--- src/rtl/gcf_ram.sv ---
// ----------------------------------------------------------------------------
// gcf_ram
// Generic simple dual-port RAM: one write port, one registered read port.
// ----------------------------------------------------------------------------
module gcf_ram #(
	parameter int WIDTH = 8,
	parameter int DEPTH = 16,
	parameter int AW    = (DEPTH > 1) ? $clog2(DEPTH) : 1
) (
	input  logic             clk,
	input  logic             we,
	input  logic [AW-1:0]    waddr,
	input  logic [WIDTH-1:0] wdata,
	input  logic [AW-1:0]    raddr,
	output logic [WIDTH-1:0] rdata
);

	logic [WIDTH-1:0] mem_q [DEPTH];

	always_ff @(posedge clk) begin
		if (we) begin
			mem_q[waddr] <= wdata;
		end
		rdata <= mem_q[raddr];
	end

endmodule

--- config.mk ---
export PLATFORM = sky130hd
export DESIGN_NAME = gcf_ram
export DESIGN_NICKNAME = d
export VERILOG_FILES = /design/src/rtl/gcf_ram.sv
export SDC_FILE = /design/constraint.sdc
export NUM_CORES = 1
export LEC_CHECK = 0
export BUFFER_PORTS_ARGS = -buffer_cell sky130_fd_sc_hd__buf_2
export CAP_MARGIN = 15
export CORE_ASPECT_RATIO = 0.9
export CORE_MARGIN = 4
export CORE_UTILIZATION = 65
export CTS_BUF_LIST = sky130_fd_sc_hd__clkbuf_16
export CTS_CLUSTER_DIAMETER = 30
export DETAILED_ROUTE_END_ITERATION = 8
export PLACE_DENSITY_LB_ADDON = 0.15
export SLEW_MARGIN = 20
export SYNTH_ARGS = -nofsm -noshare
export SYNTH_HDL_FRONTEND = slang
export SYNTH_SLANG_ARGS = --single-unit
--- constraint.sdc ---
create_clock -name clk -period 3.4 [get_ports clk]
set_input_delay 0.17 -clock clk [delete_from_list [all_inputs] [get_ports clk]]
set_output_delay 0.17 -clock clk [all_outputs]
set_load 0.02 [all_outputs]
======== Yosys cells after proc, flatten, opt, wreduce, memory -nomap -nowiden ========
Memories as Yosys holds them, arrays and structs flattened. A register that Yosys moved wholly into a read port is not among the register bits.
Index checks and enable logic that the tools add are counted.
operators by class
  add/sub/neg operators ................... 0
  $mul .................................... 0
  div/mod/pow operators ................... 0
  magnitude comparators ................... 0
  eq/ne operators ......................... 0
  shift-type cells ........................ 0
  mux-type cells .......................... 2
  bitwise logic cells ..................... 0
  reduce and logical (&&, ||, !) cells .... 0
operators by type and width
  operator  count
  $mux 1    2
storage, ports and cells
  bits in registers ....................... 0
  latch bits .............................. 0
  RAM bits ................................ 128
  memory bits (read-only) ................. 0
  bits of input ports ..................... 18
  output and inout bits ................... 8
  word-level logic and storage cells ...... 3
  memories kept ........................... 1
memory list
  name   depth  width  rd ports  clocked after Yosys merged registers in  write ports  line  text
  mem_q  16     8      1         1                                        1            18    logic [WIDTH-1:0] mem_q [DEPTH];

======== Depth between registers and ports, before layout ========
Gate-level depths: netlist (run 1).
  depth after elaboration ................. 2
  depth in mapped cells ................... 5
  gate-level depth less buffers ........... 3

======== Least setup slack after synthesis (run 1) ========
Ideal clock, no wire load.
  path type ............................... input to register
  start point ............................. input port waddr[2]
  end point ............................... memory mem_q[0][0], enable pin
  setup time .............................. 0.383 ns
  data arrival time ....................... 1.280 ns
  required time ........................... 3.017 ns
  path slack .............................. 1.737 ns
  stages .................................. 2
  path buffers ............................ 0
  cells stage by stage .................... or3b_2 -> nor3_1
RTL lines
  what         line  text
  from (decl)  12    input logic [AW-1:0] waddr,
  to (decl)    18
Straight into the memory's write port.

==> metrics.txt, run 1 <==
Peak VDD IR 0.564 mV; Total Routing Usage GR 0.223; WS Path Type in2reg; RSZ-0062 raised after global routing false; CTS root buf clkbuf_16; sequential power share 0.505; Clk pwr share 0.448; TNS Setup 0 ns; antenna violations before repair 0; Syn Inst Count between 200 and 250; Die Y 92.4 um; Peak Freq 591 MHz; remaining global-route overflow 0; pre-CTS WS 1.26 ns; LEAKAGE 1.97 nW; drt first-iter violations 209; slew margin rel. 0.390; Vias 2376; Clock Sinks 136; final worst slack 1.71 ns; Post-CTS Setup Bufs 0; post-route ant nets 0; Avg Cell Area, Syn around 22 sq um; status completed; r2r worst-path depth 3; Logic pwr share 0.047; CTS buffer count 17; met3 Track Usage GR 0.0572; post-CTS sizing 0; CP Capture Type flop; P_int roughly 0.0029 W; final worst path period need 1.69 ns; Final period util 0.498; GPL Wtd Cong 0.729; Die Span X 102 um; ANT cells 0; Yosys warnings 0; Clock Latency Late Sink 0.41 ns; post-synthesis sequential area ratio 0.778; Arrival @ worst endpoint 1.98 ns; Synth Cell Area 5150 sq um; Cell Pwr Density roughly 630 nW/um^2; drt total wl 9.39 mm; Final Power 0.00374 W; Post-Syn Nets 247; met1 Track Usage GR 0.343; Hold Path Cell Cnt 1; area of the core about 7600 sq um; Startpoint Class input port; Critical Path, Cell by Cell buf_2, buf_4, mux4_1, a22oi_1, nand2_1; die area 9410 sq um; sw frac 0.212; Nets 285; first-pass GRT wire length 14.6 mm; average wire per standard cell 25.0 um; worst-case clock buffer depth 2; H-tree Lvls 4; CP max-delay cell mux4_1; Port Buf Inserts 25; Seq cells post-synth 136; worst-path fanout max 18; worst clock skew 0.00667 ns; met2 usage 0.318; DP HPWL 5.82 mm; vias in the first global route ~2400; Layout Cells excl Fill 376; area delta synth->final 14.7%; hold violation count in the final report 0; largest net degree at the start of global routing 33; share of layout cells above drive strength 1 0.286; CTS tree yes; number of max-cap violations 0; Worst Hold Class in2reg; DRC viols 0; Initial Utilization 0.676; Setup Viol. Count Final 0; Ports 26; placed insts roughly 340; switching pwr roughly 0.00079 W; Most Crowded Layer GR met1; Yosys cell types 19; Hold-fix buffers, CTS 0; detailed-route vias per instance 6.32; Worst EP required 3.69 ns; std cell rows 30; Max stage delay on crit path between 0.5 and 0.6 ns; Slew Limit Fails 0; 1st-pass router iterations 4; worst slew pin tran between 0.9 and 1 ns; clock transition at the registers of the reported paths 0.06 ns; hold_ws 0.139 ns
[cell usage in the layout (no fill, tap or decap), types with 4 or more instances in the layout]
cell | Yosys | layout
a22oi_1 | 16 | 16
buf_2 | 3 | 25
buf_4 | 1 | 4
clkbuf_16 | 0 | 17
clkinvlp_4 | 0 | 6
dfxtp_1 | 8 | 8
edfxtp_1 | 128 | 128
mux4_1 | 14 | 14
mux4_2 | 18 | 18
nand2_1 | 9 | 9
nor2_1 | 13 | 13
[sequential cells by signal, indices dropped and copies added, names as in the netlist]
signal	cells
mem_q	128
rdata	8
[metal layers]
metal | vias up | share of wire
met4 | 0 | 0.011
met5 | - | 0
met3 | 10 | 0.071
met2 | 94 | 0.49
li1 | 1052 | -
met1 | 1220 | 0.43
[final timing paths]
kind / startpoint / to / slack, ns
min: wdata[2] / mem_q[12][2] / 0.14
max reg2reg: mem_q[1][5] / rdata[5] / 1.96
max: raddr[0] / rdata[5] / 1.71
min reg2reg: mem_q[14][0] / rdata[0] / 0.68
[synth_stat cells (all sizes together)]
library cell   count  share of area
a22oi             16          0.023
clkdlybuf4s25      3         0.0058
dfxtp              8          0.031
or3b               1         0.0017
nand3b             2         0.0029
and2               1         0.0012
nand2b             2         0.0024
nor3               4         0.0039
edfxtp           128           0.75
buf                7          0.011
nand3              1        0.00097
and2b              1         0.0015
nor2              13         0.0095
nor2b              1         0.0012
nand2              9         0.0066
mux4              32           0.15
[final cells by class]
type                       instances  area [sq um]
clock buffer                      17           425
multi-input combinational         83          1070
sequential                       136          4000
timing repair buffer              29           155
tap                               96           120
clock inverter                    15           131
fill                             398          1720
[critical path, delay by kind of cell]
family	cells	cell delay, ns
AO/OA/AOI/OAI	1	0.31
buffers and inverters	2	0.80
multiplexers	1	0.59
AND/OR/NAND/NOR	1	0.11
[per-stage QoR]
step	util	instance area (sq um)
5_1_grt	0.775	5900
4_1_cts	0.775	5900
3_3_place_gp	0.702	5350
2_1_floorplan	-	5150
3_5_place_dp	0.702	5350
6_report	0.775	5900
[cell families (layout without fill, tap and decap cells)]
| family | count (synthesis) | count (layout) | synth area share |
|---|---|---|---|
| AOI/OAI and AO/OA | 16 | 16 | 0.0233 |
| buffers and inverters | 10 | 61 | 0.0168 |
| DFF | 136 | 136 | 0.778 |
| muxes | 32 | 32 | 0.150 |
| and+or+nand+nor | 35 | 35 | 0.0318 |
[power groups by stage]
stage,registers (W),logic (W),clock network (W)
after floorplan,0.00193,0.0000951,0
after CTS,0.00189,0.000177,0.00169
after global routing,0.00189,0.000191,0.00178
after global placement,0.00192,0.000171,0
after detailed placement,0.00192,0.000175,0
final,0.00189,0.000175,0.00168
No activity file was read; power rests on OpenSTA's default activity.
==> run 2, diff against run 1 <==
--- a/config.mk
+++ b/config.mk
@@ -5,11 +5,12 @@
 export SDC_FILE = /design/constraint.sdc
 export NUM_CORES = 1
 export LEC_CHECK = 0
+export ABC_AREA = 1
 export BUFFER_PORTS_ARGS = -buffer_cell sky130_fd_sc_hd__buf_2
 export CAP_MARGIN = 15
 export CORE_ASPECT_RATIO = 0.9
 export CORE_MARGIN = 4
-export CORE_UTILIZATION = 65
+export CORE_UTILIZATION = 61
 export CTS_BUF_LIST = sky130_fd_sc_hd__clkbuf_16
 export CTS_CLUSTER_DIAMETER = 30
 export DETAILED_ROUTE_END_ITERATION = 8
==> constraint.sdc (replaced) <==
create_clock -name clk -period 1.7 [get_ports clk]
set_input_delay 0.085 -clock clk [delete_from_list [all_inputs] [get_ports clk]]
set_output_delay 0.085 -clock clk [all_outputs]
set_load 0.02 [all_outputs]
==> metrics.txt, run 2 <==
status completed; post-synthesis sequential area ratio 0.694 (-0.0835); Worst Hold Class in2reg; hold violation count in the final report 0 (unchanged); clock transition at the registers of the reported paths 0.06 ns (about the same); DRC viols 0 (unchanged); most frequent cells in the layout nand2_1, edfxtp_1, inv_1; area of the core 9170 sq um (+20%); commonest cells in the netlist nand2_1, edfxtp_1, inv_1; CTS root buf clkbuf_16; CP Launch Point mem_q[8][5]; hold_ws 0.0388 ns (-0.101 ns); EDFF count, synth 128 (unchanged); Slew Limit Fails 0 (unchanged); Total Routing Usage GR 0.252 (+0.0288); slew margin rel. 0.537 (+0.147); Initial Utilization 0.629 (-0.0464); first-pass GRT wire length 20.7 mm (+42%); share of layout cells above drive strength 1 0.124 (-0.162); CP Capture Type flop; area delta synth->final 15.4%; ANT cells 0 (unchanged); Startpoint Class flop; CTS buffer count 17 (unchanged); Avg Cell Area, Syn 10.5 sq um (-53%); 1st-pass router iterations 5 (+1); number of max-cap violations 0 (unchanged); CTS tree yes; Yosys warnings 0 (unchanged); Clock Sinks 136 (unchanged); Syn Inst Count 551 (+140%); top cell type's share of synthesized area 0.667 (-0.0802); max reg flops 128 (unchanged); R2R Path Start mem_q[8][5]; Post-Syn Nets 569 (+130%); worst-path fanout max 1 (-17); remaining global-route overflow 0 (unchanged); HP Start raddr[3]; Post-CTS Setup Bufs 0 (unchanged); Nets 609 (+110%); GPL Wtd Cong 0.843 (+16%); Yosys cell types 12 (-7); RSZ-0062 raised after global routing false; Ports 26 (unchanged); drt first-iter violations 420 (+100%); Peak VDD IR 0.953 mV (+69%); LEAKAGE 2.93 nW (+49%); vias in the first global route 3752 (+59%); final worst path period need 1.10 ns; H-tree Lvls 4 (unchanged); largest registers mem_q: 128 flops, rdata: 8 flops; die area 11100 sq um (+18%); r2r worst-path depth 6 (+3); worst clock skew 0.00816 ns (+0.00150 ns); Cell Pwr Density 1210 nW/um^2 (+90%); Port Buf Inserts 25 (unchanged); largest net degree at the start of global routing 65 (+97%); post-route ant nets 0 (unchanged); drt total wl 13.1 mm (+39%); TNS Setup 0 ns (unchanged); Clock Latency Late Sink 0.41 ns (about the same); Seq cells post-synth 136 (unchanged); Synth area leaders edfxtp_1, nand2_1, nand3_1; antenna violations before repair 0 (unchanged); WS Path Type reg2reg; post-CTS sizing 0 (unchanged); Reg with most FFs mem_q; Die Span X 110 um (+8.5%); Peak Freq 907 MHz; ys async rst share 0 (unchanged); Worst EP required 1.99 ns (-1.70 ns); Setup Viol. Count Final 0 (unchanged); Die Y 100 um (+8.5%); Hold Path Cell Cnt 3 (+2); worst-case clock buffer depth 2 (unchanged); worst slew pin tran 0.692 ns (-0.218 ns); top-count cell post-synth nand2_1; top_reg_cell synth edfxtp_1; std cell rows 33 (+10%); Hold-fix buffers, CTS 0 (unchanged); Final period util 0.649; DP HPWL 7.84 mm (+35%); average wire per standard cell 18.0 um (-28%); Synth Cell Area 5770 sq um (+12%); post-synth top area cell edfxtp_1; Arrival @ worst endpoint 1.39 ns (-0.59 ns); detailed-route vias per instance 5.40 (-15%); Vias 3917 (+65%); most common cell after layout, fill and taps aside nand2_1
-- run 2: cell types whose count changed after synthesis, moves of 2 or more --
cell,before,now
buf_2,3,13
inv_1,0,100
nand2b_1,2,0
nand2_1,9,173
buf_6,3,6
mux4_1,14,0
nor2_1,13,17
nor3_1,4,0
inv_2,0,2
nand3_1,1,97
a22oi_1,16,0
clkdlybuf4s25_2,3,0
buf_4,1,4
mux4_2,18,0
-- run 2: worst max-delay path: stages (launching register included) --
cell and delay (ns):
edfxtp_1 0.36, inv_1 0.06, nand2_1 0.06, nand3_1 0.08, nand3_1 0.11, nand3_1 0.20
nand2_1 0.11
-- run 2: logic make-up (layout without fill, tap and decap cells) --
group | after synthesis | count (layout) | share of synthesized area
flops | 136 | 136 | 0.694
buf+inv | 126 | 179 | 0.0952
simple gates | 289 | 289 | 0.210
-- run 2: where the power goes --
| group | switching (W) | internal, W | leakage, nW |
|---|---|---|---|
| Sequential | 0.0000251 | 0.00375 | 1.22 |
| Clock | 0.00133 | 0.00243 | 0.308 |
| Combinational | 0.000347 | 0.000133 | 1.40 |
| Total | 0.00170 | 0.00631 | 2.93 |
-- run 2: path summary, 6_finish.rpt --
kind	slack, ns	end
setup / recovery	0.60	rdata[5]
setup reg to reg	0.60	rdata[5]
hold / removal	0.04	rdata[3]
hold reg to reg	0.68	rdata[7]
-- run 2: routing by layer --
layer	vias to the layer above	GRT usage	wire, um
met5	-	0	0
met4	0	0.0786	190
met3	18	0.0850	1270
met2	211	0.382	5950
met1	1833	0.350	5640
li1	1855	-	-
-- run 2: area by class of cell --
class	count	area (sq um)
Inverter	102	383
Clock inverter	15	188
Multi-Input combinational cell	289	1210
Tap cell	122	153
Timing Repair Buffer	45	288
Fill cell	661	2510
Sequential cell	136	4000
Clock buffer	17	425
-- run 2: metrics by stage --
stage                     utilization  instance area [sq um]  total power, W  cells  worst slack, ns
after floorplan                     -                   5770         0.00413    551            0.664
after global placement          0.659                   6040         0.00430    694            0.436
after detailed placement        0.659                   6040         0.00431    694            0.400
after CTS                       0.726                   6650         0.00804    726            0.628
after global routing            0.726                   6650         0.00827    726            0.539
final                           0.726                   6650         0.00802    726            0.597
==> run 3, diff against run 2 <==
--- a/config.mk
+++ b/config.mk
@@ -10,7 +10,7 @@
 export CAP_MARGIN = 15
 export CORE_ASPECT_RATIO = 0.9
 export CORE_MARGIN = 4
-export CORE_UTILIZATION = 61
+export CORE_UTILIZATION = 55
 export CTS_BUF_LIST = sky130_fd_sc_hd__clkbuf_16
 export CTS_CLUSTER_DIAMETER = 30
 export DETAILED_ROUTE_END_ITERATION = 8
==> constraint.sdc (replaced) <==
create_clock -name clk -period 0.9 [get_ports clk]
set_input_delay 0.045 -clock clk [delete_from_list [all_inputs] [get_ports clk]]
set_output_delay 0.045 -clock clk [all_outputs]
set_load 0.02 [all_outputs]
==> metrics.txt, run 3 (synthesized netlist as in run 2, its figures left out) <==
Worst EP required 1.20 ns (-0.79 ns); slew margin rel. 0.729 (+0.192); Setup Viol. Count Final 10 (+10); Vias 3968 (+1.3%); CP Launch Point mem_q[6][3]; TNS Setup -0.301 ns (-0.301 ns); 1st-pass router iterations 5 (unchanged); hold violation count in the final report 0 (unchanged); Die Y 105 um (+4.9%); Initial Utilization 0.563 (-0.0664); CTS root buf clkbuf_16; Clock Sinks 136 (unchanged); Worst Hold Class in2reg; pre-CTS WS -0.242 ns (-0.642 ns); Ports 26 (unchanged); share of layout cells above drive strength 1 0.247 (+0.123); std cell rows 35 (+6.1%); drt total wl 13.5 mm (+3.5%); R2R Path Start mem_q[6][3]; worst-path fanout max 1 (unchanged); Die Span X 116 um (+4.9%); Startpoint Class flop; ANT cells 0 (unchanged); area delta synth->final 24.9%; CTS buffer count 17 (unchanged); most common cell after layout, fill and taps aside nand2_1; worst-case clock buffer depth 2 (unchanged); DP HPWL 7.95 mm (+1.3%); die area 12200 sq um (+10%); failing checks negative setup slack; average wire per standard cell 18.1 um (+0.49%); Clock Latency Late Sink 0.41 ns (about the same); worst slew pin tran 0.406 ns (-0.285 ns); most frequent cells in the layout nand2_1, edfxtp_1, inv_1; largest net degree at the start of global routing 33 (-49%); largest registers mem_q: 128 flops, rdata: 8 flops; H-tree Lvls 4 (unchanged); Arrival @ worst endpoint 1.25 ns (-0.14 ns); status complete, but fails checks; Final period util 1.05 (+0.406); Total Routing Usage GR 0.233 (-0.0193); placed cell area 6270 sq um (+3.8%); family with the most delay on the worst path simple AND/OR/NAND/NOR gates; vias in the first global route 3763 (+0.29%); clock transition at the registers of the reported paths 0.06 ns (about the same); Nets 624 (+2.5%); LEAKAGE 3.14 nW (+7.1%); post-route ant nets 0 (unchanged); Post-CTS Setup Bufs 0 (unchanged); Critical Path, Cell by Cell inv_2, nand2_2, nand3_2, nand3_4, nand3_2, nand2_1; worst clock skew 0.00755 ns (-0.000616 ns); final worst path period need 0.949 ns (-0.154 ns); antenna violations before repair 0 (unchanged); number of max-cap violations 0 (unchanged); max reg flops 128 (unchanged); Cell Pwr Density 2190 nW/um^2 (+81%); GPL Wtd Cong 0.789 (-6.4%); Peak VDD IR 1.32 mV (+38%); detailed-route vias per instance 5.30 (-1.7%); Port Buf Inserts 25 (unchanged); CP max-delay cell edfxtp_1; CP bufs+invs 1 (unchanged); area of the core 10200 sq um (+12%); HP Start wdata[1]; drt first-iter violations 390 (-7.1%); RSZ-0062 raised after global routing true; Reg with most FFs mem_q; Slew Limit Fails 0 (unchanged); DRC viols 0 (unchanged); final worst slack -0.0493 ns (-0.646 ns); Max stage delay on crit path 0.38 ns (+0.02 ns); CP dominant cell by count nand3_2; Final Power 0.0158 W (+97%); CTS tree yes; first-pass GRT wire length 20.7 mm (-0.17%); design area 7200 sq um (+8.3%); CP Capture Type flop; remaining global-route overflow 0 (unchanged); Peak Freq 1050 MHz (+16%); Fill cells 726 (+9.8%); WS Path Type reg2reg
run 3: final timing paths:
kind         depth (start not counted)  slack, ns           to
max                                  6      -0.05     rdata[3]
min                                  1       0.05  mem_q[2][1]
max reg2reg                          6      -0.05     rdata[3]
min reg2reg                          6       0.68     rdata[3]
run 3: worst reg2reg max path, stage by stage, from the launching register on:
cell and delay (ns):
edfxtp_1 0.38, inv_2 0.06, nand2_2 0.06, nand3_2 0.10
nand3_4 0.09, nand3_2 0.09, nand2_1 0.06
run 3: final cells by class:
type	count	area (sq um)	share of cell area
Sequential cell	136	4010	0.557
Multi-Input combinational cell	289	1460	0.202
Timing Repair Buffer	60	553	0.0768
Clock buffer	17	425	0.0590
Inverter	102	383	0.0531
Clock inverter	15	211	0.0294
Tap cell	129	161	0.0224
run 3: metrics by stage:
stage / cells / utilization / hold slack [ns]
detailed placement: 715 / 0.612 / 0.452
floorplan: 551 / - / 0.144
finish: 748 / 0.703 / 0.0520
global placement: 715 / 0.612 / 0.454
CTS: 748 / 0.696 / 0.0398
global route: 748 / 0.703 / 0.0421
run 3: routing by layer:
| layer | vias to the layer above | wire (um) | global-route usage | share of wire |
|---|---|---|---|---|
| met2 | 179 | 6320 | 0.346 | 0.47 |
| li1 | 1890 | - | - | - |
| met1 | 1878 | 5820 | 0.333 | 0.43 |
| met3 | 21 | 1040 | 0.0585 | 0.077 |
| met5 | - | 0 | 0 | 0 |
| met4 | 0 | 335 | 0.0853 | 0.025 |
run 3: power by group:
part           switching (W)  internal, W
Combinational       0.000746     0.000418
Sequential         0.0000499      0.00709
Clock                0.00258      0.00488
Total                0.00337       0.0124
run 3: what timing repair did:
item	4_1_cts	5_1_grt
hold endpoints to repair	1	0
pin swaps	24	22
gates resized for setup	55	19
hold buffers	1	0
setup endpoints to repair	16	16
gates cloned	0	0
